--- config.mk ---
export PLATFORM = sky130hd
export DESIGN_NAME = sops_div
export DESIGN_NICKNAME = d
export VERILOG_FILES = /design/src/rtl/sops_pkg.sv /design/src/rtl/sops_div.sv
export SDC_FILE = /design/constraint.sdc
export NUM_CORES = 1
export LEC_CHECK = 0
export BUFFER_PORTS_ARGS = -buffer_cell sky130_fd_sc_hd__buf_2
export CORE_ASPECT_RATIO = 0.8
export CORE_MARGIN = 2
export CORE_UTILIZATION = 52
export DETAILED_ROUTE_END_ITERATION = 12
export PLACE_DENSITY = 0.85
export SYNTH_ARGS = -nofsm -noshare
export SYNTH_HDL_FRONTEND = slang
export SYNTH_SLANG_ARGS = --single-unit
--- constraint.sdc ---
create_clock -name clk_i -period 2.7 [get_ports clk_i]
set_input_delay 0.27 -clock clk_i [delete_from_list [all_inputs] [get_ports clk_i]]
set_output_delay 0.27 -clock clk_i [all_outputs]
set_load 0.02 [all_outputs]
--- src/rtl/sops_pkg.sv ---
// shared types and constants for the segmented odd-only prime sieve
// used by sops_div and segmented_odd_prime_sieve; depends on nothing

package sops_pkg;

  localparam int unsigned MarkEntries = 65536;
  localparam int unsigned MarkAw      = $clog2(MarkEntries);
  localparam int unsigned EntW        = MarkAw + 1;
  localparam int unsigned DivW        = 41;
  localparam int unsigned DsrW        = 16;

  typedef enum logic [1:0] {
    FUNC_START  = 2'd0,
    FUNC_STRIKE = 2'd1,
    FUNC_COUNT  = 2'd2
  } func_e;

  typedef enum logic [1:0] {
    STAT_OK        = 2'd0,
    STAT_TOO_LARGE = 2'd1,
    STAT_TOO_MANY  = 2'd2,
    STAT_OVERRUN   = 2'd3
  } status_e;

  typedef enum logic [1:0] {
    CFG_LIMIT      = 2'd0,
    CFG_NODE_INDEX = 2'd1,
    CFG_NODE_COUNT = 2'd2
  } cfg_e;

  typedef enum logic [3:0] {
    ST_IDLE,
    ST_SU_DIV0,
    ST_SU_SQRT,
    ST_SU_DIV1,
    ST_SU_DIV2,
    ST_SU_EVAL,
    ST_CLEAR,
    ST_SK_CHK,
    ST_SK_DIV,
    ST_SK_MARK,
    ST_SC_CHK,
    ST_SC_WAIT,
    ST_SC_KEEP,
    ST_CN_CHK,
    ST_CN_WAIT,
    ST_DONE
  } state_e;

  typedef struct packed {
    logic            start;
    logic [DivW-1:0] dividend;
    logic [DsrW-1:0] divisor;
  } div_req_t;

  typedef struct packed {
    logic            done;
    logic [DivW-1:0] quot;
    logic [DsrW-1:0] rem;
  } div_rsp_t;

endpackage

--- src/rtl/sops_div.sv ---
// restoring divider, one quotient bit per cycle
// depends on sops_pkg for the request and response structs

module sops_div (
  input  logic                clk_i,
  input  logic                rst_ni,
  input  sops_pkg::div_req_t  req_i,
  output sops_pkg::div_rsp_t  rsp_o
);

  logic                          busy_q;
  logic                          done_q;
  logic [5:0]                    cnt_q;
  logic [sops_pkg::DivW-1:0]     quot_q;
  logic [sops_pkg::DsrW-1:0]     rem_q;
  logic [sops_pkg::DsrW-1:0]     dsr_q;
  logic [sops_pkg::DsrW:0]       trial;
  logic [sops_pkg::DsrW:0]       diff;
  logic                          ge;

  assign trial = {rem_q, quot_q[sops_pkg::DivW-1]};
  assign ge    = trial >= {1'b0, dsr_q};
  assign diff  = trial - {1'b0, dsr_q};

  always_ff @(posedge clk_i or negedge rst_ni) begin
    if (!rst_ni) begin
      busy_q <= 1'b0;
      done_q <= 1'b0;
      cnt_q  <= '0;
    end else if (req_i.start) begin
      busy_q <= 1'b1;
      done_q <= 1'b0;
      cnt_q  <= 6'(sops_pkg::DivW);
    end else if (busy_q) begin
      cnt_q <= cnt_q - 6'd1;
      if (cnt_q == 6'd1) begin
        busy_q <= 1'b0;
        done_q <= 1'b1;
      end
    end else begin
      done_q <= 1'b0;
    end
  end

  always_ff @(posedge clk_i) begin
    if (req_i.start) begin
      quot_q <= req_i.dividend;
      rem_q  <= '0;
      dsr_q  <= req_i.divisor;
    end else if (busy_q) begin
      quot_q <= {quot_q[sops_pkg::DivW-2:0], ge};
      rem_q  <= ge ? diff[sops_pkg::DsrW-1:0] : trial[sops_pkg::DsrW-1:0];
    end
  end

  assign rsp_o.done = done_q;
  assign rsp_o.quot = quot_q;
  assign rsp_o.rem  = rem_q;

endmodule

After elaboration in Yosys (flattened, before gate mapping):

Index checks and enable logic that the tools add are counted.

* memories: 0
* bits in writable memories: 0
* output and inout bits: 58
* flip-flop bits (word level): 81
* input bits: 60
* memory bits (read-only): 0
* latch bits: 0
* word-level logic and storage cells: 23

* shift-type cells: 0
* eq/ne operators: 2
* bitwise gates (word level): 0
* multipliers: 0
* mux-type cells: 11
* div/mod/pow operators: 0
* reduce and logical (&&, ||, !) cells: 1
* $lt $le $gt $ge: 1
* $add $sub $neg: 2

Operators by type and width (count)
* 41-bit two-way mux: 2
* 17-bit by 16-bit >= comparator with 1-bit output: 1
* 16-bit two-way mux: 1
* 16-bit subtractor: 1
* 6-bit two-way mux: 2
* 6-bit by 1-bit equality test with 1-bit output, second input constant: 1
* 1-bit two-way mux: 6
* 6-bit by 1-bit subtractor with 6-bit output, second input constant: 1
* 3-bit by 2-bit inequality test with 1-bit output, second input constant: 1
* 2-bit nonzero test: 1

Longest topological paths before layout:

Gate-level depths: netlist (run 1).

* word-level depth: 4
* gate-level depth with buffers: 10
* depth with buffers taken out: 10

Worst setup path after synthesis (run 1):

No wires, ideal clock.

* kind: register to register
* from: reg rem_q[0] in the netlist's numbering
* to: reg rem_q[0] in the netlist's numbering
* slack: 342 ps
* buffers on the path: 0
* setup time: 79 ps
* stages on the path, launching flop included: 9
* arrival time: 2279 ps
* data required time: 2621 ps
* cells stage by stage: dfxtp_1 ha_1 nor2b_2 o211ai_1 a311oi_2 o21bai_2 a21o_1 mux2_4 a211oi_2

* word-level cells in the longest chain between the ends: 2

RTL lines
* from (decl): RTL line sops_div.sv:15 `logic [sops_pkg::DsrW-1:0] rem_q;`
* from (signal assigned): RTL line sops_div.sv:52 `rem_q <= ge ? diff[sops_pkg::DsrW-1:0] : trial[sops_pkg::DsrW-1:0];`
* 17-bit by 16-bit >= comparator with 1-bit output: RTL line sops_div.sv:22 `assign ge = trial >= {1'b0, dsr_q};`
* 16-bit two-way mux: RTL line sops_div.sv:52

Every way passes these cells.
A chain may end at the register's enable or synchronous reset.

Final worst setup path (run 1):

* from: reg dsr_q[1] in the netlist's numbering
* to: reg rem_q[0] in the netlist's numbering

* word-level cells in the longest chain between the ends: 2

RTL lines
* from (decl): RTL line sops_div.sv:16 `logic [sops_pkg::DsrW-1:0] dsr_q;`
* from (signal assigned): RTL line sops_div.sv:49 `dsr_q <= req_i.divisor;`
* 17-bit by 16-bit >= comparator with 1-bit output: RTL line sops_div.sv:22
* 16-bit two-way mux: RTL line sops_div.sv:52

Every way passes these cells.

==> summary.txt, run 1 <==
# H-tree levels: 3
Total number of vias: 3,106
Fin crit period: 2560 ps
Worst skew pair latency: 360 ps
Crit share post-route: 94.8%
Area leader, netlist: edfxtp_1
Total gr overflow: 0
Critical path class: flop to flop
Detailed Route WL: 9020 um
HP Class: primary input to flop
Root Buffer: clkbuf_8
Worst path required time: 2990 ps
TritonCTS clock tree: yes
Syn Inst Count: 341
Final setup viols: 0
Num CTS Buffers: 9
Slew headroom: 57.1%
Top cells by count, synth: 57 x edfxtp_1, 41 x mux2_2, 28 x nor2_1, 21 x inv_1, 21 x nand2_1
Sequential-to-total area share from yosys stat: 53.9%
# rows: 29
Worst setup SP type: flop
First-pass GRT wire length: 14,800 um
Max IR drop VDD: 0.000355 V
Status: completed
Final hold violation count: 0
Ports: 118
Worst-Margin Slew: 641 ps
Die area: 8700 um2
Mapped Area: 4140 um2
CTS Buffer Depth: 2
Core area: 7840 um2
GP Congestion: 0.864
Most common flop cell mapped by yosys: edfxtp_1
DRC viols: 0
GRT Util Overall: 21.3%
Post-synth EDFFs: 57
Placed cell areas: 4860 um2
Dominant cells by area after synthesis: edfxtp_1 41%, mux2_2 11%, dfxtp_1 7.7%
Drt first pass iters: 4
Top cell type's share of synthesized area: 41.3%
# nets final: 551
Initial Util: 52.9%
Synthesis Warnings: 0
Layout cells sized above 1: 40.5%
CP arrival: 2850 ps
Die Height: 83.8 um
Max-slew violations: 0
DR iter-0 viols: 183
Max-cap violations: 0
Top-count cell post-synth: edfxtp_1
Reg clk slew, reported paths: 90 ps
Crit Path Max Fanout: 6
Vias per cell: 5.31
Final hold slack: 80.8 ps
Clock skew: 11.2 ps
Leak: 2.28 nW
Antenna violations before repair: 0
Pwr/cell area: 578 nW/um2
Async SR Flop Fraction: 9.88%
Area delta synth->final: 24.1%
Detail Route Antenna Nets: 0
Synthesized area per cell: 12.2 um2
Final HPWL DP: 6550 um
# clock sinks: 81
Post-route design area: 5140 um2
Number of global-route vias before repair: 3,073
Drt wl/cell: 15.4 um
Antenna Cells: 0
DIE WIDTH: 104 um
Synth cell types: 54
F_max: 0.391 GHz
PostCTS Resize Cnt: 0
PortBufs: 117
Critical path's largest stage delay: 410 ps
CP Capture Type: flop
Syn Nets: 420
Register bit count reported by yosys: 81
Slowest CP cell: edfxtp_1
Critical path, cell by cell: inv_1 > ha_1 > nor2b_2 > o211ai_1 > a311oi_2 > o21bai_2 > a21o_1 > mux2_4 > a211oi_2
Largest net degree at the start of global routing: 42
[kinds of logic after synthesis]
kind of cell	after synthesis	synth area share (%)
buf+inv	33	3.26
mux	51	13.7
compound gates	62	10.7
simple gates	79	9.18
fa+ha+maj	19	5.92
flops	81	53.9
xor+xnor	16	3.38
[registers in the layout, summed over array words and instances (netlist names)]
register / cells
quot_q: 41
dsr_q: 16
rem_q: 16
cnt_q: 6
busy_q: 1
done_q: 1
[path summary, 6_finish.rpt]
check                      depth (start not counted)   endpoint       from  slack, ps
hold reg to reg                                    2  rem_q[11]  rem_q[11]        490
setup reg to reg                                   9   rem_q[0]   dsr_q[1]        140
hold / removal                                     1  dsr_q[15]  req_i[15]         80
max in group asynchronous                          2   cnt_q[0]     rst_ni       2250
min in group asynchronous                          2     done_q     rst_ni        280
setup / recovery                                   9   rem_q[0]   dsr_q[1]        140
[per-stage QoR]
step | worst slack [ps] | utilization [%] | total power [mW] | instances | TNS (ps)
finish | 140 | 65.6 | 2.97 | 585 | 0
global route | -32.1 | 65.6 | 3.10 | 585 | -69.5
CTS | 107 | 64.9 | 3.00 | 578 | 0
detailed placement | 135 | 62.0 | 2.03 | 561 | 0
global placement | 222 | 62.0 | 2.00 | 561 | 0
floorplan | 342 | - | 1.85 | 341 | 0
[timing repair]
action                     CTS  global route
hold endpoints to repair     8             0
setup endpoints to repair    0             4
hold buffers                 1             0
setup buffers                0             7
[placed cells by master (no fill, tap or decap), drive strengths merged, types with 4 or more instances in the layout]
master,n
mux2i,9
nor2,28
edfxtp,57
a21oi,12
mux2,42
nand2,21
inv,22
o21ai,11
xnor2,12
dfrtp,8
a21o,5
ha,18
clkbuf,10
nor2b,5
nor3,5
buf,131
dfxtp,16
a211oi,10
xor2,4
nand2b,5
[report_power, final]
part	leakage [nW]	switching (mW)	internal, mW	total, mW
Clock	0.111	0.446	0.526	0.972
Sequential	0.814	0.0537	1.44	1.50
Combinational	1.36	0.281	0.225	0.506
[worst max-delay path: cells and delay by family (launching register included)]
family                   cells  cell delay, ps
AND/OR/NAND/NOR              1             160
AO/OA/AOI/OAI                5            1280
adder cells (fa/ha/maj)      1             230
buffers and inverters        1              80
flip-flops                   1             410
multiplexers                 1             330
[layer usage]
layer  up-vias  GRT usage [%]  wire length [um]
met4         0           6.14               108
met3        10           5.78               499
met2        96           35.7              4540
met1      1487           27.5              3870
met5         -              0                 0
li1       1513              -                 -
[layout make-up]
type	instances	area [um2]
clock inverters	6	91.3
repair buffers	132	701
clock buffers	10	128
inverters	21	78.8
fillers	619	2700
multi-input cells	227	1780
flip-flops and latches	81	2230
well taps	108	135
No activity file was read; power rests on OpenSTA's default activity.
==> inputs of run 2 (changes only) <==
--- a/config.mk
+++ b/config.mk
@@ -6,7 +6,8 @@
 export NUM_CORES = 1
 export LEC_CHECK = 0
 export BUFFER_PORTS_ARGS = -buffer_cell sky130_fd_sc_hd__buf_2
-export CORE_ASPECT_RATIO = 0.8
+export CAP_MARGIN = 5
+export CORE_ASPECT_RATIO = 1.2
 export CORE_MARGIN = 2
 export CORE_UTILIZATION = 52
 export DETAILED_ROUTE_END_ITERATION = 12
==> run 2 against run 1 <==
Die area is essentially flat. Via count is 1.2% higher. Routed wire length rose by 3.9%. Utilization increased by 0.52 points. Cell count fell by 3.9%.
==> summary.txt, run 2 (synthesized netlist as in run 1, its figures left out) <==
Final hold violation count: 0
Pre-CTS setup slack: 180 ps
Pwr/cell area: 601 nW/um2
DRC viols: 0
Crit Path Max Fanout: 6
Commonest cells after routing, fill and taps aside: 117 x buf_2, 57 x edfxtp_1, 41 x mux2_2
# clock sinks: 81
Slew headroom: 59.5%
GP Congestion: 0.861
Worst-Margin Slew: 600 ps
Fin worst setup slack: 213 ps
Detail Route Antenna Nets: 0
Root Buffer: clkbuf_8
DIE WIDTH: 85.5 um
Critical R2R Capture: rem_q[0]
Antenna Cells: 0
CP startpoint: dsr_q[1]
Post-layout power: 3.06 mW
TritonCTS clock tree: yes
Num CTS Buffers: 9
Commonest non-fill, non-tap cell in the layout: buf_2
Max-slew violations: 0
# rows: 35
Largest Register: quot_q
Unrepaired setup endpoints after global routing: no
Status: completed
Detailed Route WL: 9370 um
Worst path required time: 2990 ps
F_max: 0.402 GHz
Worst skew pair latency: 370 ps
DR iter-0 viols: 124
Multi-input gate area: 1780 um2
Die Height: 102 um
Antenna violations before repair: 0
Die area: 8700 um2
Core area: 7710 um2
Leak: 2.26 nW
First-pass GRT wire length: 15,100 um
Dpl cells: 545
Final HPWL DP: 6670 um
Clock skew: 10.1 ps
Final TNS setup: 0 ps
GRT Util Overall: 22.4%
Vias per cell: 5.59
Critical path class: flop to flop
CP arrival: 2770 ps
Total number of vias: 3,142
Area delta synth->final: 23.0%
Drt first pass iters: 5
Seq. cell area: 2230 um2
Number of global-route vias before repair: 3,306
CP Capture Type: flop
Crit share post-route: 92.1%
Hold Startpoint: req_i[14]
Reg clk slew, reported paths: 90 ps
Fin crit period: 2490 ps
Total gr overflow: 0
Layout cells sized above 1: 40.0%
CP endpoint: rem_q[0]
Worst r2r src: dsr_q[1]
Drt wl/cell: 16.7 um
Largest regs: quot_q (41), dsr_q (16), rem_q (16)
PortBufs: 117
Final setup viols: 0
Initial Util: 53.8%
CTS Buffer Depth: 2
Finished Layout Cells: 562
Largest register FFs: 41
Max IR drop VDD: 0.000359 V
# H-tree levels: 3
Max-cap violations: 0
FF-to-FF path depth: 9
Post-CTS Setup Inserts: 0
Fill cell count: 582
Largest net degree at the start of global routing: 82
# nets final: 544
HP Class: primary input to flop
Worst setup SP type: flop
R2r setup slk: 210 ps
Ports: 118
## run 2: changes by cell type in the layout (fill, tap and decap cells not counted)
cell,before,now
buf_4,14,6
inv_8,0,2
a21o_1,5,4
a21o_2,0,1
buf_12,0,1
clkbuf_1,1,0
clkinv_2,1,0
clkinv_4,2,1
inv_6,1,2
## run 2: critical path, cell delays in order (launching register included)
cell	delay, ps
edfxtp_1	420
inv_1	70
ha_1	230
nor2b_2	160
o211ai_1	250
a311oi_2	180
o21bai_2	290
a21o_2	270
mux2_4	320
a211oi_2	210
## run 2: metrics by stage
stage	util (%)	instance area (um2)	hold WS, ps
after floorplan	-	4140	-25.6
after global placement	63.0	4850	117
after detailed placement	63.0	4850	120
after CTS	66.1	5100	52.0
after global routing	66.1	5100	60.1
final	66.1	5100	70.4
## run 2: repair_timing
item                                    in CTS  in global routing
hold endpoints to repair                     8                  0
endpoints found under the setup margin       0                  1
hold buffers                                 1                  0
resized for setup                            0                  1
## run 2: power by group
part,internal (mW),switching (mW),leakage [nW]
registers,1.44,0.0587,0.814
clock network,0.542,0.510,0.118
logic,0.226,0.283,1.32
total,2.21,0.852,2.26
## run 2: per-layer routing
metal  wire (um)  share of wire (%)  vias to the layer above  GRT usage, %
met2        4540                 48                      133          37.7
met4         289                3.1                        0          11.4
li1            -                  -                     1505             -
met1        3870                 41                     1478          26.7
met5           0                  0                        -             0
met3         675                7.2                       26          5.87
## run 2: worst min path at each step
stage	endpoint	slack, ps	cells after the start
floorplan	busy_q	-30	0
global placement	cnt_q[3]	120	1
detailed placement	cnt_q[3]	120	1
CTS	dsr_q[12]	50	1
global route	dsr_q[14]	60	1
finish	dsr_q[14]	70	1
## run 2: cell type report
class	instances	share of cell area (%)
clock inverters	7	2.14
repair buffers	125	13.0
flip-flops and latches	81	43.8
clock buffers	9	2.43
multi-input cells	227	34.9
well taps	92	2.26
inverters	21	1.55
==> inputs of run 3 (changes only) <==
--- a/config.mk
+++ b/config.mk
@@ -5,13 +5,13 @@
 export SDC_FILE = /design/constraint.sdc
 export NUM_CORES = 1
 export LEC_CHECK = 0
-export BUFFER_PORTS_ARGS = -buffer_cell sky130_fd_sc_hd__buf_2
 export CAP_MARGIN = 5
 export CORE_ASPECT_RATIO = 1.2
 export CORE_MARGIN = 2
 export CORE_UTILIZATION = 52
 export DETAILED_ROUTE_END_ITERATION = 12
-export PLACE_DENSITY = 0.85
+export DONT_BUFFER_PORTS = 1
+export PLACE_DENSITY = 0.72
 export SYNTH_ARGS = -nofsm -noshare
 export SYNTH_HDL_FRONTEND = slang
 export SYNTH_SLANG_ARGS = --single-unit
==> run 3 against run 2 <==
Total power down 12%. Non-clock buffer count down 96. Sequential cell count unchanged. Via count down 15%. Cell area down 9.0%. Die area unchanged. Combinational power down 42%. Global-route usage down 3.4 points. Routed wire length down 14%. Utilization down 6.0 points. Sequential power up 7%. Cell count down 17%. Critical endpoint is now rem_q[8]. Largest power group unchanged.
==> summary.txt, run 3 (synthesized netlist as in run 1, its figures left out) <==
Slew headroom: 58.6%
Detail Route Antenna Nets: 0
Worst r2r src: dsr_q[1]
R2r setup slk: 200 ps
# clock sinks: 81
Commonest non-fill, non-tap cell in the layout: edfxtp_1
CTS Buffer Depth: 2
Critical R2R Capture: rem_q[8]
Pwr/cell area: 584 nW/um2
First-pass GRT wire length: 12,900 um
Layout cells sized above 1: 20.3%
Largest register FFs: 41
Antenna violations before repair: 0
DRC viols: 0
Drt wl/cell: 17.4 um
Max-slew violations: 0
Num CTS Buffers: 9
Met1 Use GR: 22.9%
Worst-Margin Slew: 612 ps
Dpl cells: 435
Detailed Route WL: 8100 um
Hold Path Cell Cnt: 0
Ports: 118
Gr busiest metal: met2
Status: completed
CP arrival: 2750 ps
Largest net degree at the start of global routing: 72
Vias per cell: 5.74
# rows: 35
Initial Util: 53.8%
Crit share post-route: 92.6%
Met3 usage: 6.60%
Root Buffer: clkbuf_8
Post-CTS Setup Inserts: 0
Final setup viols: 0
Number of global-route vias before repair: 2,692
Total gr overflow: 0
Hold Startpoint: req_i[10]
FF-to-FF path depth: 10
Worst setup SP type: flop
Max IR drop VDD: 0.000289 V
Worst path required time: 2950 ps
Drt first pass iters: 4
Fin crit period: 2500 ps
Area delta synth->final: 11.9%
Die area: 8700 um2
Critical path class: flop to flop
CP Capture Type: flop
Largest Register: quot_q
Final TNS setup: 0 ps
Clock skew: 12.7 ps
Leak: 1.83 nW
HP Class: primary input to flop
Max-cap violations: 0
Antenna Cells: 0
Finished Layout Cells: 466
Core area: 7710 um2
# nets final: 448
Final hold violation count: 0
GRT Util Overall: 19.0%
Hold Path Sink: dsr_q[10]
Largest regs: quot_q (41), dsr_q (16), rem_q (16)
# H-tree levels: 3
Post-layout power: 2.71 mW
Commonest cells after routing, fill and taps aside: 57 x edfxtp_1, 41 x mux2_2, 28 x nor2_1
GP Congestion: 0.854
Die Height: 102 um
TritonCTS clock tree: yes
CP startpoint: dsr_q[1]
F_max: 0.400 GHz
GR Layer Usage met2: 30.9%
Crit Path Max Fanout: 6
DR iter-0 viols: 112
Total number of vias: 2,674
PortBufs: 0
Unrepaired setup endpoints after global routing: no
Reg clk slew, reported paths: 90 ps
Final HPWL DP: 5680 um
DIE WIDTH: 85.5 um
Worst skew pair latency: 350 ps
==> run 3: cell types whose count changed in the layout (fill, tap and decap cells not counted), sizes merged <==
cell	change
clkinv	+2
inv	-2
dlygate4sd3	+14
buf	-110
clkbuf	+1
clkinvlp	+1
bufinv	-2
==> run 3: power by group <==
group / internal, mW / total [mW] / switching, mW / leakage, nW
clock: 0.346 / 0.811 / 0.465 / 0.0875
sequential: 1.45 / 1.60 / 0.153 / 0.814
combinational: 0.165 / 0.298 / 0.133 / 0.925
==> run 3: metal layers <==
metal / up-vias / part of all wire, %
li1: 1308 / -
met3: 14 / 8.5
met2: 94 / 48
met1: 1258 / 42
met5: - / 0
met4: 0 / 1.9
==> run 3: through the flow <==
step	utilization, %	area, um2	worst slack (ps)	hold WS, ps
floorplan	-	4140	342	-25.6
global placement	55.9	4310	330	-25.4
detailed placement	55.9	4310	273	-25.4
CTS	60.2	4640	205	0.930
global route	60.2	4640	19.1	0.506
finish	60.2	4640	200	14.1
==> run 3: how the worst max path moves through the flow <==
stage                           to  slack, ps  cells after the start
after floorplan           rem_q[0]        340                      8
after global placement    rem_q[2]        330                      9
after detailed placement  rem_q[8]        270                     10
after CTS                 rem_q[8]        210                     10
after global routing      rem_q[8]         20                     10
final                     rem_q[8]        200                     10
==> run 3: cell type report <==
class | instances | area (um2)
Clock inverter | 6 | 51.3
Timing Repair Buffer | 29 | 255
Inverter | 21 | 78.8
Clock buffer | 10 | 128
Fill cell | 664 | 3070
Multi-Input combinational cell | 227 | 1780
Tap cell | 92 | 115
Sequential cell | 81 | 2230
==> run 3: timing repair <==
action	CTS	global route
hold endpoints to repair	33	0
resized for setup	0	0
hold buffers	15	0
setup endpoints to repair	0	1
==> run 3: critical path, stage by stage, from the launching register on <==
cell      delay (ps)
edfxtp_1         420
inv_1             80
ha_1             230
nor2b_2          160
o211ai_1         270
a311oi_2         190
o21bai_2         310
a21oi_4          140
buf_4            190
mux2i_1          120
a211oi_1         280
